===== config.mk =====
export PLATFORM = sky130hd
export DESIGN_NAME = card_number_digit_extractor_core_flat
export DESIGN_NICKNAME = d
export VERILOG_FILES = /design/src/sv/cnde_pkg.sv /design/src/sv/cnde_req_if.sv /design/src/sv/cnde_rsp_if.sv /design/src/sv/card_number_digit_extractor_core.sv /design/src/sv/cnde_ctrl.sv /design/src/sv/cnde_dp.sv /design/src/flat_wrapper.sv
export SDC_FILE = /design/constraint.sdc
export NUM_CORES = 1
export LEC_CHECK = 0
export BUFFER_PORTS_ARGS = -buffer_cell sky130_fd_sc_hd__buf_2
export CAP_MARGIN = 40
export CORE_MARGIN = 8
export CORE_UTILIZATION = 45
export CTS_CLUSTER_DIAMETER = 50
export CTS_CLUSTER_SIZE = 14
export DETAILED_ROUTE_END_ITERATION = 7
export GPL_TIMING_DRIVEN = 1
export PLACE_DENSITY = 0.63
export REMOVE_ABC_BUFFERS = 1
export SLEW_MARGIN = 20
export SYNTH_ARGS = -nofsm -noshare
export SYNTH_HDL_FRONTEND = slang
export SYNTH_SLANG_ARGS = --single-unit

===== constraint.sdc =====
create_clock -name clock -period 6 [get_ports clock]
set_clock_uncertainty 0.05 [all_clocks]
set_input_delay 0.6 -clock clock [delete_from_list [all_inputs] [get_ports clock]]
set_output_delay 0.6 -clock clock [all_outputs]
set_load 0.005 [all_outputs]

===== src/sv/cnde_pkg.sv =====
// Shared constants and controller/datapath handshake types for the card number digit extractor
package cnde_pkg;

   // source format selector codes (any other code is packed BCD)
   localparam logic [1:0] FMT_TRACK2 = 2'd0;
   localparam logic [1:0] FMT_TRACK1 = 2'd1;

   // sticky record error codes
   localparam logic [1:0] ERR_NONE     = 2'd0;
   localparam logic [1:0] ERR_TOO_MANY = 2'd1;
   localparam logic [1:0] ERR_BAD_NIB  = 2'd2;

   // result outcome codes
   localparam logic [2:0] OUT_OK       = 3'd0;
   localparam logic [2:0] OUT_NO_SEP   = 3'd3;
   localparam logic [2:0] OUT_TOO_FEW  = 3'd4;

   typedef struct packed {
      logic consume;      // take the accepted record byte
      logic load_status;  // load a status word into the output register
      logic load_digit;   // load the next stored digit into the output register
   } cmd_type;

   typedef struct packed {
      logic record_ok;    // record has no error, an end mark if track-2, and enough digits
      logic last_digit;   // drain pointer is at the final stored digit
   } stat_type;

endpackage


===== src/sv/cnde_req_if.sv =====
// Record byte channel: valid/ready with one byte and its last-byte flag
interface cnde_req_if;
   logic       valid;
   logic       ready;
   logic [7:0] record_byte;
   logic       final_byte;

   modport source (output valid, output record_byte, output final_byte, input ready);
   modport sink   (input valid, input record_byte, input final_byte, output ready);
endinterface


===== src/sv/cnde_rsp_if.sv =====
// Result channel: valid/ready with one digit or status word
interface cnde_rsp_if;
   logic       valid;
   logic       ready;
   logic [3:0] digit_value;
   logic [2:0] outcome;
   logic [4:0] total_digits;
   logic       run_end;

   modport source (output valid, output digit_value, output outcome, output total_digits,
                   output run_end, input ready);
   modport sink   (input valid, input digit_value, input outcome, input total_digits,
                   input run_end, output ready);
endinterface


===== src/sv/card_number_digit_extractor_core.sv =====
// Top level of the card number digit extractor: controller, datapath and assertions
// Record bytes are taken one per cycle while collecting; each byte is decoded combinationally.
// After the final byte the controller loads one result word at a time: one status word,
// or one word per stored digit (up to MAX_DIGITS), paced by the output register's ready.
// The first result is loaded in the emit state, once the output register is free; no byte is taken while draining.
// Synchronous active-high reset clears the format to track-2, the record state and rsp valid.
module card_number_digit_extractor_core #(
   parameter int MAX_DIGITS = 19,
   parameter int MIN_DIGITS = 8
) (
   input  logic              clock,
   input  logic              reset,
   cnde_req_if.sink          req_if,
   cnde_rsp_if.source        rsp_if,
   input  logic              csr_wr_en,
   input  logic [1:0]        csr_wr_data
);

   cnde_pkg::cmd_type  cmd;
   cnde_pkg::stat_type stat;

   cnde_ctrl u_ctrl (
      .clock     (clock),
      .reset     (reset),
      .req_valid (req_if.valid),
      .req_final (req_if.final_byte),
      .req_ready (req_if.ready),
      .rsp_ready (rsp_if.ready),
      .rsp_valid (rsp_if.valid),
      .stat      (stat),
      .cmd       (cmd)
   );

   cnde_dp #(
      .MAX_DIGITS (MAX_DIGITS),
      .MIN_DIGITS (MIN_DIGITS)
   ) u_dp (
      .clock        (clock),
      .reset        (reset),
      .csr_wr_en    (csr_wr_en),
      .csr_wr_data  (csr_wr_data),
      .record_byte  (req_if.record_byte),
      .cmd          (cmd),
      .stat         (stat),
      .digit_value  (rsp_if.digit_value),
      .outcome      (rsp_if.outcome),
      .total_digits (rsp_if.total_digits),
      .run_end      (rsp_if.run_end)
   );

   // output register is only reloaded once its word has gone
   assert property (@(posedge clock) disable iff (reset)
      (cmd.load_digit || cmd.load_status) |-> (!rsp_if.valid || rsp_if.ready))
      else $error("output word overwritten before it was taken");

   assert property (@(posedge clock) disable iff (reset)
      (req_if.valid && req_if.ready && req_if.final_byte) |=> !req_if.ready)
      else $error("byte taken straight after the final byte");

   assert property (@(posedge clock) disable iff (reset)
      (rsp_if.valid && rsp_if.outcome != cnde_pkg::OUT_OK) |-> rsp_if.run_end)
      else $error("status word without run end");

   assert property (@(posedge clock) disable iff (reset)
      (rsp_if.valid && rsp_if.outcome == cnde_pkg::OUT_OK) |-> (rsp_if.digit_value <= 4'd9))
      else $error("non-decimal digit emitted");

endmodule


===== src/sv/cnde_ctrl.sv =====
// Controller: collects bytes, then emits a status word or drains the digit store
module cnde_ctrl (
   input  logic               clock,
   input  logic               reset,
   input  logic               req_valid,
   input  logic               req_final,
   output logic               req_ready,
   input  logic               rsp_ready,
   output logic               rsp_valid,
   input  cnde_pkg::stat_type stat,
   output cnde_pkg::cmd_type  cmd
);

   typedef enum logic {
      ST_COLLECT,
      ST_EMIT
   } state_type;

   state_type state_ff, state_in;
   logic      rsp_valid_ff, rsp_valid_in;
   logic      slot_free;

   assign slot_free = !rsp_valid_ff || rsp_ready;
   assign req_ready = (state_ff == ST_COLLECT);
   assign rsp_valid = rsp_valid_ff;

   always_comb begin
      cmd          = '0;
      state_in     = state_ff;
      rsp_valid_in = rsp_valid_ff && !rsp_ready;
      case (state_ff)
         ST_COLLECT: begin
            if (req_valid) begin
               cmd.consume = 1'b1;
               if (req_final) begin
                  state_in = ST_EMIT;
               end
            end
         end
         ST_EMIT: begin
            if (slot_free) begin
               rsp_valid_in = 1'b1;
               if (!stat.record_ok) begin
                  cmd.load_status = 1'b1;
                  state_in        = ST_COLLECT;
               end else begin
                  cmd.load_digit = 1'b1;
                  if (stat.last_digit) begin
                     state_in = ST_COLLECT;
                  end
               end
            end
         end
         default: begin
            state_in = ST_COLLECT;
         end
      endcase
   end

   always_ff @(posedge clock) begin
      if (reset) begin
         state_ff     <= ST_COLLECT;
         rsp_valid_ff <= 1'b0;
      end else begin
         state_ff     <= state_in;
         rsp_valid_ff <= rsp_valid_in;
      end
   end

endmodule


===== src/sv/cnde_dp.sv =====
// Datapath: byte decode, digit store, record state and the output word register
module cnde_dp #(
   parameter int MAX_DIGITS = 19,
   parameter int MIN_DIGITS = 8
) (
   input  logic               clock,
   input  logic               reset,
   input  logic               csr_wr_en,
   input  logic [1:0]         csr_wr_data,
   input  logic [7:0]         record_byte,
   input  cnde_pkg::cmd_type  cmd,
   output cnde_pkg::stat_type stat,
   output logic [3:0]         digit_value,
   output logic [2:0]         outcome,
   output logic [4:0]         total_digits,
   output logic               run_end
);

   localparam int CW = $clog2(MAX_DIGITS + 1);
   localparam int AW = $clog2(MAX_DIGITS);

   typedef enum logic [1:0] {
      NK_DIGIT,
      NK_SKIP,
      NK_END,
      NK_BAD
   } nib_kind_type;

   logic [1:0]    fmt_ff;
   logic [CW-1:0] count_ff, count_in, count_mid;
   logic          ended_ff, ended_in;
   logic [1:0]    err_ff, err_in;
   logic [AW-1:0] ptr_ff;
   logic [3:0]    store [MAX_DIGITS];

   logic [3:0]    digit_ff;
   logic [2:0]    outcome_ff;
   logic [4:0]    total_ff;
   logic          run_end_ff;

   nib_kind_type  hi_kind, lo_kind;
   logic [3:0]    hi_val, lo_val;
   logic          wr0, wr1, stop;
   logic [2:0]    status;
   logic          clear;

   // track-2 nibble: D ends, F skipped
   function automatic nib_kind_type t2_kind(input logic [3:0] n);
      if (n <= 4'd9) return NK_DIGIT;
      if (n == 4'hD) return NK_END;
      if (n == 4'hF) return NK_SKIP;
      return NK_BAD;
   endfunction

   always_comb begin
      hi_val = record_byte[7:4];
      lo_val = record_byte[3:0];
      if (fmt_ff == cnde_pkg::FMT_TRACK2) begin
         hi_kind = t2_kind(record_byte[7:4]);
         lo_kind = t2_kind(record_byte[3:0]);
      end else if (fmt_ff == cnde_pkg::FMT_TRACK1) begin
         // whole ASCII byte goes through the high slot; low digit of '0'..'9' is the value
         hi_val  = record_byte[3:0];
         lo_kind = NK_SKIP;
         if (record_byte inside {[8'h30:8'h39]}) begin
            hi_kind = NK_DIGIT;
         end else if (record_byte == 8'h5E || record_byte == 8'h00) begin
            hi_kind = NK_END;
         end else begin
            hi_kind = NK_SKIP;
         end
      end else begin
         if (record_byte[7:4] <= 4'd9) hi_kind = NK_DIGIT;
         else if (record_byte[7:4] == 4'hF) hi_kind = NK_SKIP;
         else hi_kind = NK_BAD;
         if (record_byte[3:0] <= 4'd9) lo_kind = NK_DIGIT;
         else if (record_byte[3:0] == 4'hF) lo_kind = NK_END;
         else lo_kind = NK_BAD;
      end
   end

   // apply high then low slot; an end or error drops the rest of the byte
   always_comb begin
      wr0      = 1'b0;
      wr1      = 1'b0;
      stop     = ended_ff || (err_ff != cnde_pkg::ERR_NONE);
      ended_in = ended_ff;
      err_in   = err_ff;
      if (!stop) begin
         case (hi_kind)
            NK_DIGIT: begin
               if (count_ff < CW'(MAX_DIGITS)) begin
                  wr0 = 1'b1;
               end else begin
                  err_in = cnde_pkg::ERR_TOO_MANY;
                  stop   = 1'b1;
               end
            end
            NK_END: begin
               ended_in = 1'b1;
               stop     = 1'b1;
            end
            NK_BAD: begin
               err_in = cnde_pkg::ERR_BAD_NIB;
               stop   = 1'b1;
            end
            default: ;
         endcase
      end
      count_mid = count_ff + CW'(wr0);
      if (!stop) begin
         case (lo_kind)
            NK_DIGIT: begin
               if (count_mid < CW'(MAX_DIGITS)) begin
                  wr1 = 1'b1;
               end else begin
                  err_in = cnde_pkg::ERR_TOO_MANY;
               end
            end
            NK_END: begin
               ended_in = 1'b1;
            end
            NK_BAD: begin
               err_in = cnde_pkg::ERR_BAD_NIB;
            end
            default: ;
         endcase
      end
      count_in = count_mid + CW'(wr1);
   end

   always_comb begin
      if (err_ff != cnde_pkg::ERR_NONE) begin
         status = 3'(err_ff);
      end else if (fmt_ff == cnde_pkg::FMT_TRACK2 && !ended_ff) begin
         status = cnde_pkg::OUT_NO_SEP;
      end else if (count_ff < CW'(MIN_DIGITS)) begin
         status = cnde_pkg::OUT_TOO_FEW;
      end else begin
         status = cnde_pkg::OUT_OK;
      end
   end

   assign stat.record_ok  = (status == cnde_pkg::OUT_OK);
   assign stat.last_digit = ((CW'(ptr_ff) + CW'(1)) == count_ff);
   assign clear = cmd.load_status || (cmd.load_digit && stat.last_digit);

   always_ff @(posedge clock) begin
      if (reset) begin
         fmt_ff   <= cnde_pkg::FMT_TRACK2;
         count_ff <= '0;
         ended_ff <= 1'b0;
         err_ff   <= cnde_pkg::ERR_NONE;
         ptr_ff   <= '0;
      end else begin
         if (csr_wr_en) begin
            fmt_ff <= csr_wr_data;
         end
         if (clear) begin
            count_ff <= '0;
            ended_ff <= 1'b0;
            err_ff   <= cnde_pkg::ERR_NONE;
            ptr_ff   <= '0;
         end else begin
            if (cmd.consume) begin
               count_ff <= count_in;
               ended_ff <= ended_in;
               err_ff   <= err_in;
            end
            if (cmd.load_digit) begin
               ptr_ff <= ptr_ff + AW'(1);
            end
         end
      end
   end

   always_ff @(posedge clock) begin
      if (cmd.consume && wr0) begin
         store[count_ff[AW-1:0]] <= hi_val;
      end
      if (cmd.consume && wr1) begin
         store[count_mid[AW-1:0]] <= lo_val;
      end
   end

   always_ff @(posedge clock) begin
      if (cmd.load_status) begin
         digit_ff   <= 4'd0;
         outcome_ff <= status;
         total_ff   <= 5'(count_ff);
         run_end_ff <= 1'b1;
      end else if (cmd.load_digit) begin
         digit_ff   <= store[ptr_ff];
         outcome_ff <= cnde_pkg::OUT_OK;
         total_ff   <= 5'(count_ff);
         run_end_ff <= stat.last_digit;
      end
   end

   assign digit_value  = digit_ff;
   assign outcome      = outcome_ff;
   assign total_digits = total_ff;
   assign run_end      = run_end_ff;

endmodule

===== src/flat_wrapper.sv =====
// flat-port wrapper written by rule: the top's interface ports become plain ports
module card_number_digit_extractor_core_flat 
#(
   parameter int MAX_DIGITS = 19,
   parameter int MIN_DIGITS = 8
)
  (clock, reset, csr_wr_en, csr_wr_data, req_if_valid, req_if_record_byte, req_if_final_byte, req_if_ready, rsp_if_valid, rsp_if_digit_value, rsp_if_outcome, rsp_if_total_digits, rsp_if_run_end, rsp_if_ready);
  cnde_req_if req_if_i ();
  cnde_rsp_if rsp_if_i ();
  input  logic clock;
  input  logic reset;
  input  logic csr_wr_en;
  input  logic [1:0] csr_wr_data;
  input wire logic [$bits(req_if_i.valid)-1:0] req_if_valid;
  input wire logic [$bits(req_if_i.record_byte)-1:0] req_if_record_byte;
  input wire logic [$bits(req_if_i.final_byte)-1:0] req_if_final_byte;
  output wire logic [$bits(req_if_i.ready)-1:0] req_if_ready;
  output wire logic [$bits(rsp_if_i.valid)-1:0] rsp_if_valid;
  output wire logic [$bits(rsp_if_i.digit_value)-1:0] rsp_if_digit_value;
  output wire logic [$bits(rsp_if_i.outcome)-1:0] rsp_if_outcome;
  output wire logic [$bits(rsp_if_i.total_digits)-1:0] rsp_if_total_digits;
  output wire logic [$bits(rsp_if_i.run_end)-1:0] rsp_if_run_end;
  input wire logic [$bits(rsp_if_i.ready)-1:0] rsp_if_ready;
  assign req_if_i.valid = req_if_valid;
  assign req_if_i.record_byte = req_if_record_byte;
  assign req_if_i.final_byte = req_if_final_byte;
  assign req_if_ready = req_if_i.ready;
  assign rsp_if_valid = rsp_if_i.valid;
  assign rsp_if_digit_value = rsp_if_i.digit_value;
  assign rsp_if_outcome = rsp_if_i.outcome;
  assign rsp_if_total_digits = rsp_if_i.total_digits;
  assign rsp_if_run_end = rsp_if_i.run_end;
  assign rsp_if_i.ready = rsp_if_ready;
  card_number_digit_extractor_core #(.MAX_DIGITS(MAX_DIGITS), .MIN_DIGITS(MIN_DIGITS)) u_core (.clock(clock), .reset(reset), .req_if(req_if_i), .rsp_if(rsp_if_i), .csr_wr_en(csr_wr_en), .csr_wr_data(csr_wr_data));
endmodule

==> results of run 1 <==
==> worst max-delay path by stage <==
stage | start | to | slack [ps]
2_1_floorplan | req_if_record_byte[4] | u_core.u_dp.count_ff[4] | 610
3_3_place_gp | req_if_record_byte[1] | u_core.u_dp.count_ff[4] | 830
3_5_place_dp | req_if_record_byte[1] | u_core.u_dp.count_ff[4] | 640
4_1_cts | req_if_record_byte[1] | u_core.u_dp.count_ff[4] | 990
5_1_grt | req_if_record_byte[2] | u_core.u_dp.count_ff[4] | 620
6_report | req_if_record_byte[1] | u_core.u_dp.count_ff[4] | 990
==> power groups by stage <==
stage	clock (mW)	sequential (mW)	combinational [mW]
final	0.612	0.834	0.272
after global routing	0.649	0.837	0.297
after CTS	0.621	0.836	0.266
after detailed placement	0	0.852	0.264
after global placement	0	0.852	0.257
after floorplan	0	0.847	0.186
==> final cells by class <==
class	instances	area, um2
timing repair buffer	41	238
fill	1219	6940
sequential	106	2960
inverter	11	41.3
tap	180	225
clock inverter	5	62.6
clock buffer	11	243
multi-input combinational	394	3230
==> sequential cells by signal, summed over array words and instances (netlist names), 2 cells and up <==
signal / flops
u_core.u_dp.total_digits: 5
u_core.u_dp.digit_value: 4
u_core.u_dp.outcome: 3
u_core.u_dp.ptr_ff: 5
u_core.u_dp.err_ff: 2
u_core.u_dp.store: 76
u_core.u_dp.fmt_ff: 2
u_core.u_dp.count_ff: 5
==> kinds of logic after synthesis <==
group | after synthesis
muxes | 109
AOI/OAI and AO/OA | 93
DFF | 106
and+or+nand+nor | 167
xor gates and xnor gates | 13
adders and majority gates | 12
buffers and inverters | 53
==> cell usage in the layout (no fill, tap or decap), types with 4 or more instances in the layout <==
cell / count
xnor2_1: 10
mux2_1: 4
clkbuf_16: 9
edfxtp_1: 84
nand3_1: 10
buf_2: 31
a22o_1: 7
inv_1: 11
nand3_2: 5
nor2b_1: 4
nand2_1: 39
dfxtp_1: 22
ha_1: 12
buf_4: 9
mux4_2: 15
nor2_1: 33
or3_1: 5
and3_1: 8
a21o_1: 4
and2_1: 4
nand2b_1: 7
o21ai_0: 29
a21oi_1: 16
nand4_1: 19
mux2i_1: 15
nand3b_1: 5
o22ai_1: 5
nor3_1: 7
mux2_2: 75
==> metal layers <==
layer	up-vias	share of wire [%]	track usage (%)
met5	-	0	0
met4	0	2.3	6.17
met3	20	4.8	2.86
met2	131	49	29.8
met1	2276	44	23.3
li1	2136	-	-
==> metrics by stage <==
stage / hold WS [ps] / worst slack (ps) / util, %
2_1_floorplan: 425 / 606 / -
3_3_place_gp: 411 / 832 / 47.9
5_1_grt: 441 / 615 / 50.2
4_1_cts: 430 / 994 / 50.1
3_5_place_dp: 416 / 644 / 47.9
6_report: 427 / 990 / 50.2
==> impl_metrics.ini, run 1 <==
[sta]
relSlewSlack_pct = 43.1
period_share_pct = 83.5
setup_violations = 0
clock.fmax_mhz = 200
rsz0062_at_grt = false
period_needed_ps = 5010
hold_viol = 0
fin_setup_tns_ps = 0
worstMarginPinSlew_ps = 852
drv_slew = 0

[clock_network]
clkLatencyLatePin_ps = 340
cts_tree = built
clockBufferDepth = 2
numCtsBuffers = 9
htree_levels = 3
clk_pin_slew_ps = 70
post_cts_buffers = 0
ctsHoldBuffers = 0
post_cts_resized = 0
cts-root-buf = clkbuf_16
clock_sinks = 106

[power]
power_frac_comb_pct = 15.8
power_density_nw_per_um2 = 245
power_frac_clock_pct = 35.6
total_power_mw = 1.72
power.switching_mw = 0.451
vdd_drop_max_v = 0.000172
seqPwrFrac_pct = 48.6
p_int_mw = 1.27
power_leakage_nw = 2.41
power.share.switching_pct = 26.2

[global_routing]
grt_max_degree = 37
grt_util_all_layers_pct = 18.0
grt_pass1_vias = 4468
grt_pass1_wl_um = 25400
antenna_found_initial = 0
gr-total-overflow = 0

[placed_design]
gp_congestion = 0.835
io_buffers = 30
placed_area_um2 = 6680
numPlacedInstances = 731
hpwlAfterDp_um = 11300

[synthesis]
synthFlopType = edfxtp_1
synth_compound_area_share_pct = 10.1
synth_cells = 553
synth-seq-cells = 106
synth-edff-count = 84
avgSynthCellArea_um2 = 11.6
yosys.area.top_type = edfxtp_1
yosys.area.top_type_share_pct = 39.2
synth.mux.area_fraction_pct = 21.4
synthDistinctLibCells = 64
yosys.area_share.adder_pct = 2.34
ys_warn_count = 0
synth.cell_area_um2 = 6430
synth_top_family_by_area = multiplexers
yosysSeqAreaShare_pct = 46.1
yosys.area_share.simple_pct = 14.5
synthTopCellsByCount = edfxtp_1 (84), mux2_2 (75), nand2_1 (39)
synth_xor_area_share_pct = 1.77
synth.most_common_cell = edfxtp_1
synth-async-reset-ratio_pct = 0
ys_top_cells_by_area = edfxtp_1 (39%), mux2_2 (13%), dfxtp_1 (6.8%)

[setup_path]
reg2reg_depth = 18
worstPathMaxFanout = 15
crit_family = simple AND/OR/NAND/NOR gates
cp_data_arrival_time_ps = 5230
cpMostUsedCell = ha_1
path_class = input pin to flop
crit_chain = buf_2 -> or4_1 -> o22ai_1 -> nand2_1 -> and3_1 -> a21oi_1 -> ha_1 -> o21ai_0 -> nor2_1 -> ha_1 -> ha_1 -> nand2_2 -> nor4_1 -> a211o_1 -> and3_1 -> ha_1 -> ha_1 -> nand2_1 -> or4_1 -> o32a_1 -> a21oi_1
required_ps = 6220
r2r_start = u_core.u_dp.fmt_ff[1]
crit_buf_inv = 1
cp_slowest_stage_delay_ps = 530
startpoint_type = input pin
cp_slowest_cell = ha_1
cp.depth = 21
cp-end-kind = flop
r2r_slack_ps = 1370
r2r-end = u_core.u_dp.count_ff[4]

[die]
die_h_um = 136
top_level_ports = 31
core_area_um2 = 13900
initial_core_util_pct = 46.1
die_area_um2 = 18400
die_x_um = 136
row_count = 43

[layout]
drive_above_1_share_pct = 29.0
fin_nets = 591
area_delta_synth_final_pct = 8.85
diodes = 0
fin_cells = 748
stdcell_area_um2 = 7000

[status]
outcome = completed

[drt]
vias = 4563
routed_via_density = 6.10
routed_wl_um = 16100
drt-initial-drc-count = 479
firstDrtPassIters = 5
wl_per_cell_um = 21.5
ant_nets = 0
drc = 0

[flow_run]
max-cap-violations = 0

[min_path]
worstHoldPathType = flop to flop
min_to = u_core.u_dp.run_end
min_from = u_core.u_dp.run_end
hold_path_depth = 1
Note: power is estimated with default switching activity, not from simulation.
==> inputs of run 2 (changes only) <==
ABC_AREA = 1   (was unset)
PLACE_DENSITY = 0.65   (was 0.63)
clock period = 4.1 ns   (was 6 ns; I/O delays follow)
==> impl_metrics.ini, run 2 <==
[placed_design]
placed_area_um2 = 6680
hpwlAfterDp_um = 12600
io_buffers = 30
numPlacedInstances = 969
gp_congestion = 0.893

[clock_network]
cts_tree = built
htree_levels = 3
clock_sinks = 106
clk_pin_slew_ps = 70
numCtsBuffers = 9
ctsHoldBuffers = 0
cts-root-buf = clkbuf_16
clkLatencyLatePin_ps = 360
clockBufferDepth = 2

[setup_path]
worstPathMaxFanout = 11
cp_data_arrival_time_ps = 3740
cp-end-kind = flop
path_class = flop to flop
startpoint_type = flop
required_ps = 4050

[layout]
fin_nets = 828
final_cell_mix = nand2_1 (183), nor2_1 (102), edfxtp_1 (84), o21ai_1 (81), o21ai_0 (61)
fin_cells = 985
largest_reg_flops = 76
layout_commonest_cell = nand2_1
diodes = 0
drive_above_1_share_pct = 12.2
utilization_pct = 50.7
area_delta_synth_final_pct = 10.7
stdcell_area_um2 = 6990

[status]
outcome = completed

[sta]
relSlewSlack_pct = 52.0
setup_violations = 0
period_share_pct = 92.3
hold_ws_ps = 197
worstMarginPinSlew_ps = 718
clock.fmax_mhz = 264
drv_slew = 0
period_needed_ps = 3790
hold_viol = 0

[drt]
vias = 5566
wl_per_cell_um = 17.4
firstDrtPassIters = 5
drt-initial-drc-count = 461
ant_nets = 0
drc = 0
routed_via_density = 5.65
routed_wl_um = 17200

[synthesis]
synth_top_family_by_area = simple AND/OR/NAND/NOR gates
synthTopCellsByCount = nand2_1 (183), nor2_1 (102), edfxtp_1 (84)
synthFlopType = edfxtp_1
yosysSeqAreaShare_pct = 47.0
synth_cells = 774
synthDistinctLibCells = 35
yosys.area_share.adder_pct = 2.38
synth.most_common_cell = nand2_1
yosys.area.top_type = edfxtp_1
synth.mux.area_fraction_pct = 0
synth-seq-cells = 106
yosys.area_share.simple_pct = 26.7
ys_warn_count = 0
yosys.area.top_type_share_pct = 40.0
synth-async-reset-ratio_pct = 0
synth_xor_area_share_pct = 0.278
synth_compound_area_share_pct = 17.2
ys_top_cells_by_area = edfxtp_1 (40%), nand2_1 (11%), dfxtp_1 (7.0%)
synth.cell_area_um2 = 6310
avgSynthCellArea_um2 = 8.15
synth-edff-count = 84

[die]
row_count = 43
initial_core_util_pct = 45.8
die_h_um = 134
core_area_um2 = 13800
die_area_um2 = 18100
top_level_ports = 31
die_x_um = 134

[power]
total_power_mw = 2.47
vdd_drop_max_v = 0.000170
power_leakage_nw = 2.80
power_density_nw_per_um2 = 353

[global_routing]
antenna_found_initial = 0
grt_util_all_layers_pct = 19.0
grt_use_met2_pct = 31.0
grt_pass1_vias = 5198
grt_use_met1_pct = 24.1
grt_max_degree = 38
gr-total-overflow = 0
gr-usage-met3_pct = 3.18
grt.busiest_layer = met2
grt_pass1_wl_um = 26700

[min_path]
worstHoldPathType = input pin to flop

[flow_run]
max-cap-violations = 0
run 2: layout make-up:
class,instances,area (um2)
Fill cell,1329,6790
Clock buffer,13,272
Sequential cell,106,2960
Clock inverter,3,20.0
Tap cell,180,225
Multi-Input combinational cell,573,2970
Inverter,60,225
Timing Repair Buffer,50,315
run 2: worst paths after layout:
check,from,to,slack (ps),depth (start not counted)
worst max register to register,u_core.u_dp.fmt_ff[1],u_core.u_dp.store[18][1],310,22
worst min register to register,u_core.u_dp.ended_ff,u_core.u_dp.ended_ff,420,2
worst min-delay path,reset,u_core.u_ctrl.rsp_valid,200,2
worst max-delay path,u_core.u_dp.fmt_ff[1],u_core.u_dp.store[18][1],310,22
run 2: per-stage QoR:
stage	worst slack, ps	TNS (ps)
floorplan	-459	-35550
global placement	49.7	0
detailed placement	-71.1	-1660
CTS	264	0
global route	-4.58	-35.9
finish	314	0
run 2: worst max-delay path: stages, from the launching register on:
cell,delay [ps]
dfxtp_1,310
inv_1,100
nand2_1,80
buf_4,180
nand2_1,70
nand2_1,50
a21oi_1,180
inv_1,90
ha_1,210
nand2_1,70
a21oi_1,50
ha_1,260
ha_1,210
or2_1,250
nand2_4,100
nand2_2,60
o21ai_2,160
nand2_2,90
nor2_4,150
nand2_1,140
nor2_1,240
nand2_1,100
o21ai_0,240
run 2: kinds of logic after synthesis:
logic type               after synthesis
flip-flops                           106
buffers and inverters                 95
AO/OA/AOI/OAI                        205
adder cells (fa/ha/maj)               12
AND/OR/NAND/NOR                      354
XOR/XNOR                               2
run 2: metal layers:
| layer | up-vias | wire length, um | part of all wire [%] |
|---|---|---|---|
| li1 | 2706 | - | - |
| met1 | 2617 | 7360 | 43 |
| met2 | 203 | 8240 | 48 |
| met3 | 40 | 1140 | 6.7 |
| met4 | 0 | 425 | 2.5 |
| met5 | - | 0 | 0 |
run 2: report_power, final:
group / total, mW / switching [mW] / internal [mW] / leakage (nW)
clock network: 0.855 / 0.388 / 0.467 / 0.145
logic: 0.408 / 0.284 / 0.123 / 1.71
registers: 1.20 / 0.0129 / 1.19 / 0.940
run 2: repair_timing:
action	CTS	global route
resized for setup	0	11
hold endpoints to repair	0	0
setup buffers	0	0
setup endpoints to repair	0	48
==> inputs of run 3 (changes only) <==
==> constraint.sdc (replaced) <==
create_clock -name clock -period 4.1 [get_ports clock]
set_clock_uncertainty 0.05 [all_clocks]
set_input_delay 0.615 -clock clock [delete_from_list [all_inputs] [get_ports clock]]
set_output_delay 0.615 -clock clock [all_outputs]
set_load 0.005 [all_outputs]
==> impl_metrics.ini, run 3 (synthesis results as in run 2) <==
[sta]
hold_ws_ps = 405
period_share_pct = 93.2
period_needed_ps = 3820
hold_viol = 0
setup_violations = 0
worstMarginPinSlew_ps = 733
rsz0062_at_grt = true
drv_slew = 0
clock.fmax_mhz = 262
relSlewSlack_pct = 50.9
worst_slack_ps = 279

[die]
die_x_um = 134
row_count = 43
initial_core_util_pct = 45.8
die_h_um = 134
die_area_um2 = 18100
top_level_ports = 31
core_area_um2 = 13800

[min_path]
worstHoldPathType = input pin to flop
hold_path_depth = 2

[layout]
layout_commonest_cell = nand2_1
filler_cell_count = 1322
diodes = 0
drive_above_1_share_pct = 13.9
utilization_pct = 51.5
largest_reg_flops = 76
final_cell_mix = nand2_1 (183), nor2_1 (102), edfxtp_1 (84), o21ai_1 (76), o21ai_0 (66)
fin_nets = 842
area_delta_synth_final_pct = 12.4
fin_cells = 999

[placed_design]
io_buffers = 30
pre_cts_ws_ps = -111
hpwlAfterDp_um = 12700
gp_congestion = 0.917
numPlacedInstances = 983

[clock_network]
cts_tree = built
post_cts_resized = 0
clockBufferDepth = 2
clock_sinks = 106
cts-root-buf = clkbuf_16
numCtsBuffers = 9
clkLatencyLatePin_ps = 360
htree_levels = 3
post_cts_buffers = 0
clk_pin_slew_ps = 70
ctsHoldBuffers = 0

[global_routing]
gr-total-overflow = 0
grt_pass1_wl_um = 28500
grt_max_degree = 38
grt_pass1_vias = 5507
grt_util_all_layers_pct = 20.0
antenna_found_initial = 0

[power]
power.switching_mw = 0.705
vdd_drop_max_v = 0.000220
seqPwrFrac_pct = 48.9
power_leakage_nw = 2.87
power_frac_comb_pct = 16.9
power_frac_clock_pct = 34.2
power.share.switching_pct = 28.6
p_int_mw = 1.76
power_density_nw_per_um2 = 348

[drt]
wl_per_cell_um = 17.5
routed_via_density = 5.72
drc = 0
routed_wl_um = 17500
firstDrtPassIters = 5
drt-initial-drc-count = 610
vias = 5711
ant_nets = 0

[setup_path]
worstPathMaxFanout = 10
cp_data_arrival_time_ps = 3770
path_class = input pin to flop
reg2reg_depth = 21
cp-end-kind = flop
r2r_slack_ps = 400
required_ps = 4050
startpoint_type = input pin

[flow_run]
max-cap-violations = 0

[status]
outcome = completed
run 3: worst max-delay path, stage by stage:
cell and delay, ps:
buf_2 120, inv_1 60, nand2_1 90, nor3_1 50, nand4_1 60, nand2_1 60
o21ai_0 150, nand2_1 70, a21oi_1 170, inv_1 90, ha_1 210, nand2_1 80
a21oi_1 60, ha_1 230, ha_1 200, or2_1 250, nand2_4 70, nand2_2 50
o21ai_2 160, nand2_2 90, nor2_4 150, buf_4 310, nand3_4 90, o21ai_0 300
run 3: area by class of cell:
cell class	instances	area (um2)	share of cell area, %
inverters	60	225	3.18
multi-input cells	573	2960	41.8
well taps	180	225	3.18
flip-flops and latches	106	2960	41.8
repair buffers	64	428	6.03
clock inverters	6	47.5	0.671
clock buffers	10	239	3.37
run 3: through the flow:
| stage | TNS, ps | total power, mW | instance area, um2 |
|---|---|---|---|
| 2_1_floorplan | -67730 | 1.49 | 6120 |
| 3_3_place_gp | 0 | 1.62 | 6740 |
| 3_5_place_dp | -5590 | 1.64 | 6790 |
| 4_1_cts | 0 | 2.47 | 7080 |
| 5_1_grt | -46.3 | 2.56 | 7090 |
| 6_report | 0 | 2.46 | 7090 |
run 3: worst paths after layout:
check,to,from
setup reg to reg,u_core.u_dp.store[14][1],u_core.u_dp.fmt_ff[1]
setup / recovery,u_core.u_dp.store[14][1],req_if_record_byte[5]
hold reg to reg,u_core.u_dp.ended_ff,u_core.u_dp.ended_ff
hold / removal,u_core.u_ctrl.rsp_valid,reset
run 3: routing by layer:
layer  GRT usage [%]  wire length [um]
met1            26.2              7530
met2            32.0              8290
met3            4.15              1340
met4            6.92               300
met5               0                 0
run 3: power by group through the flow:
stage               Combinational, mW  Sequential, mW  Clock [mW]
floorplan                       0.264            1.22           0
global placement                0.392            1.23           0
detailed placement              0.410            1.23           0
CTS                             0.413            1.20       0.850
global route                    0.464            1.21       0.890
finish                          0.417            1.20       0.842
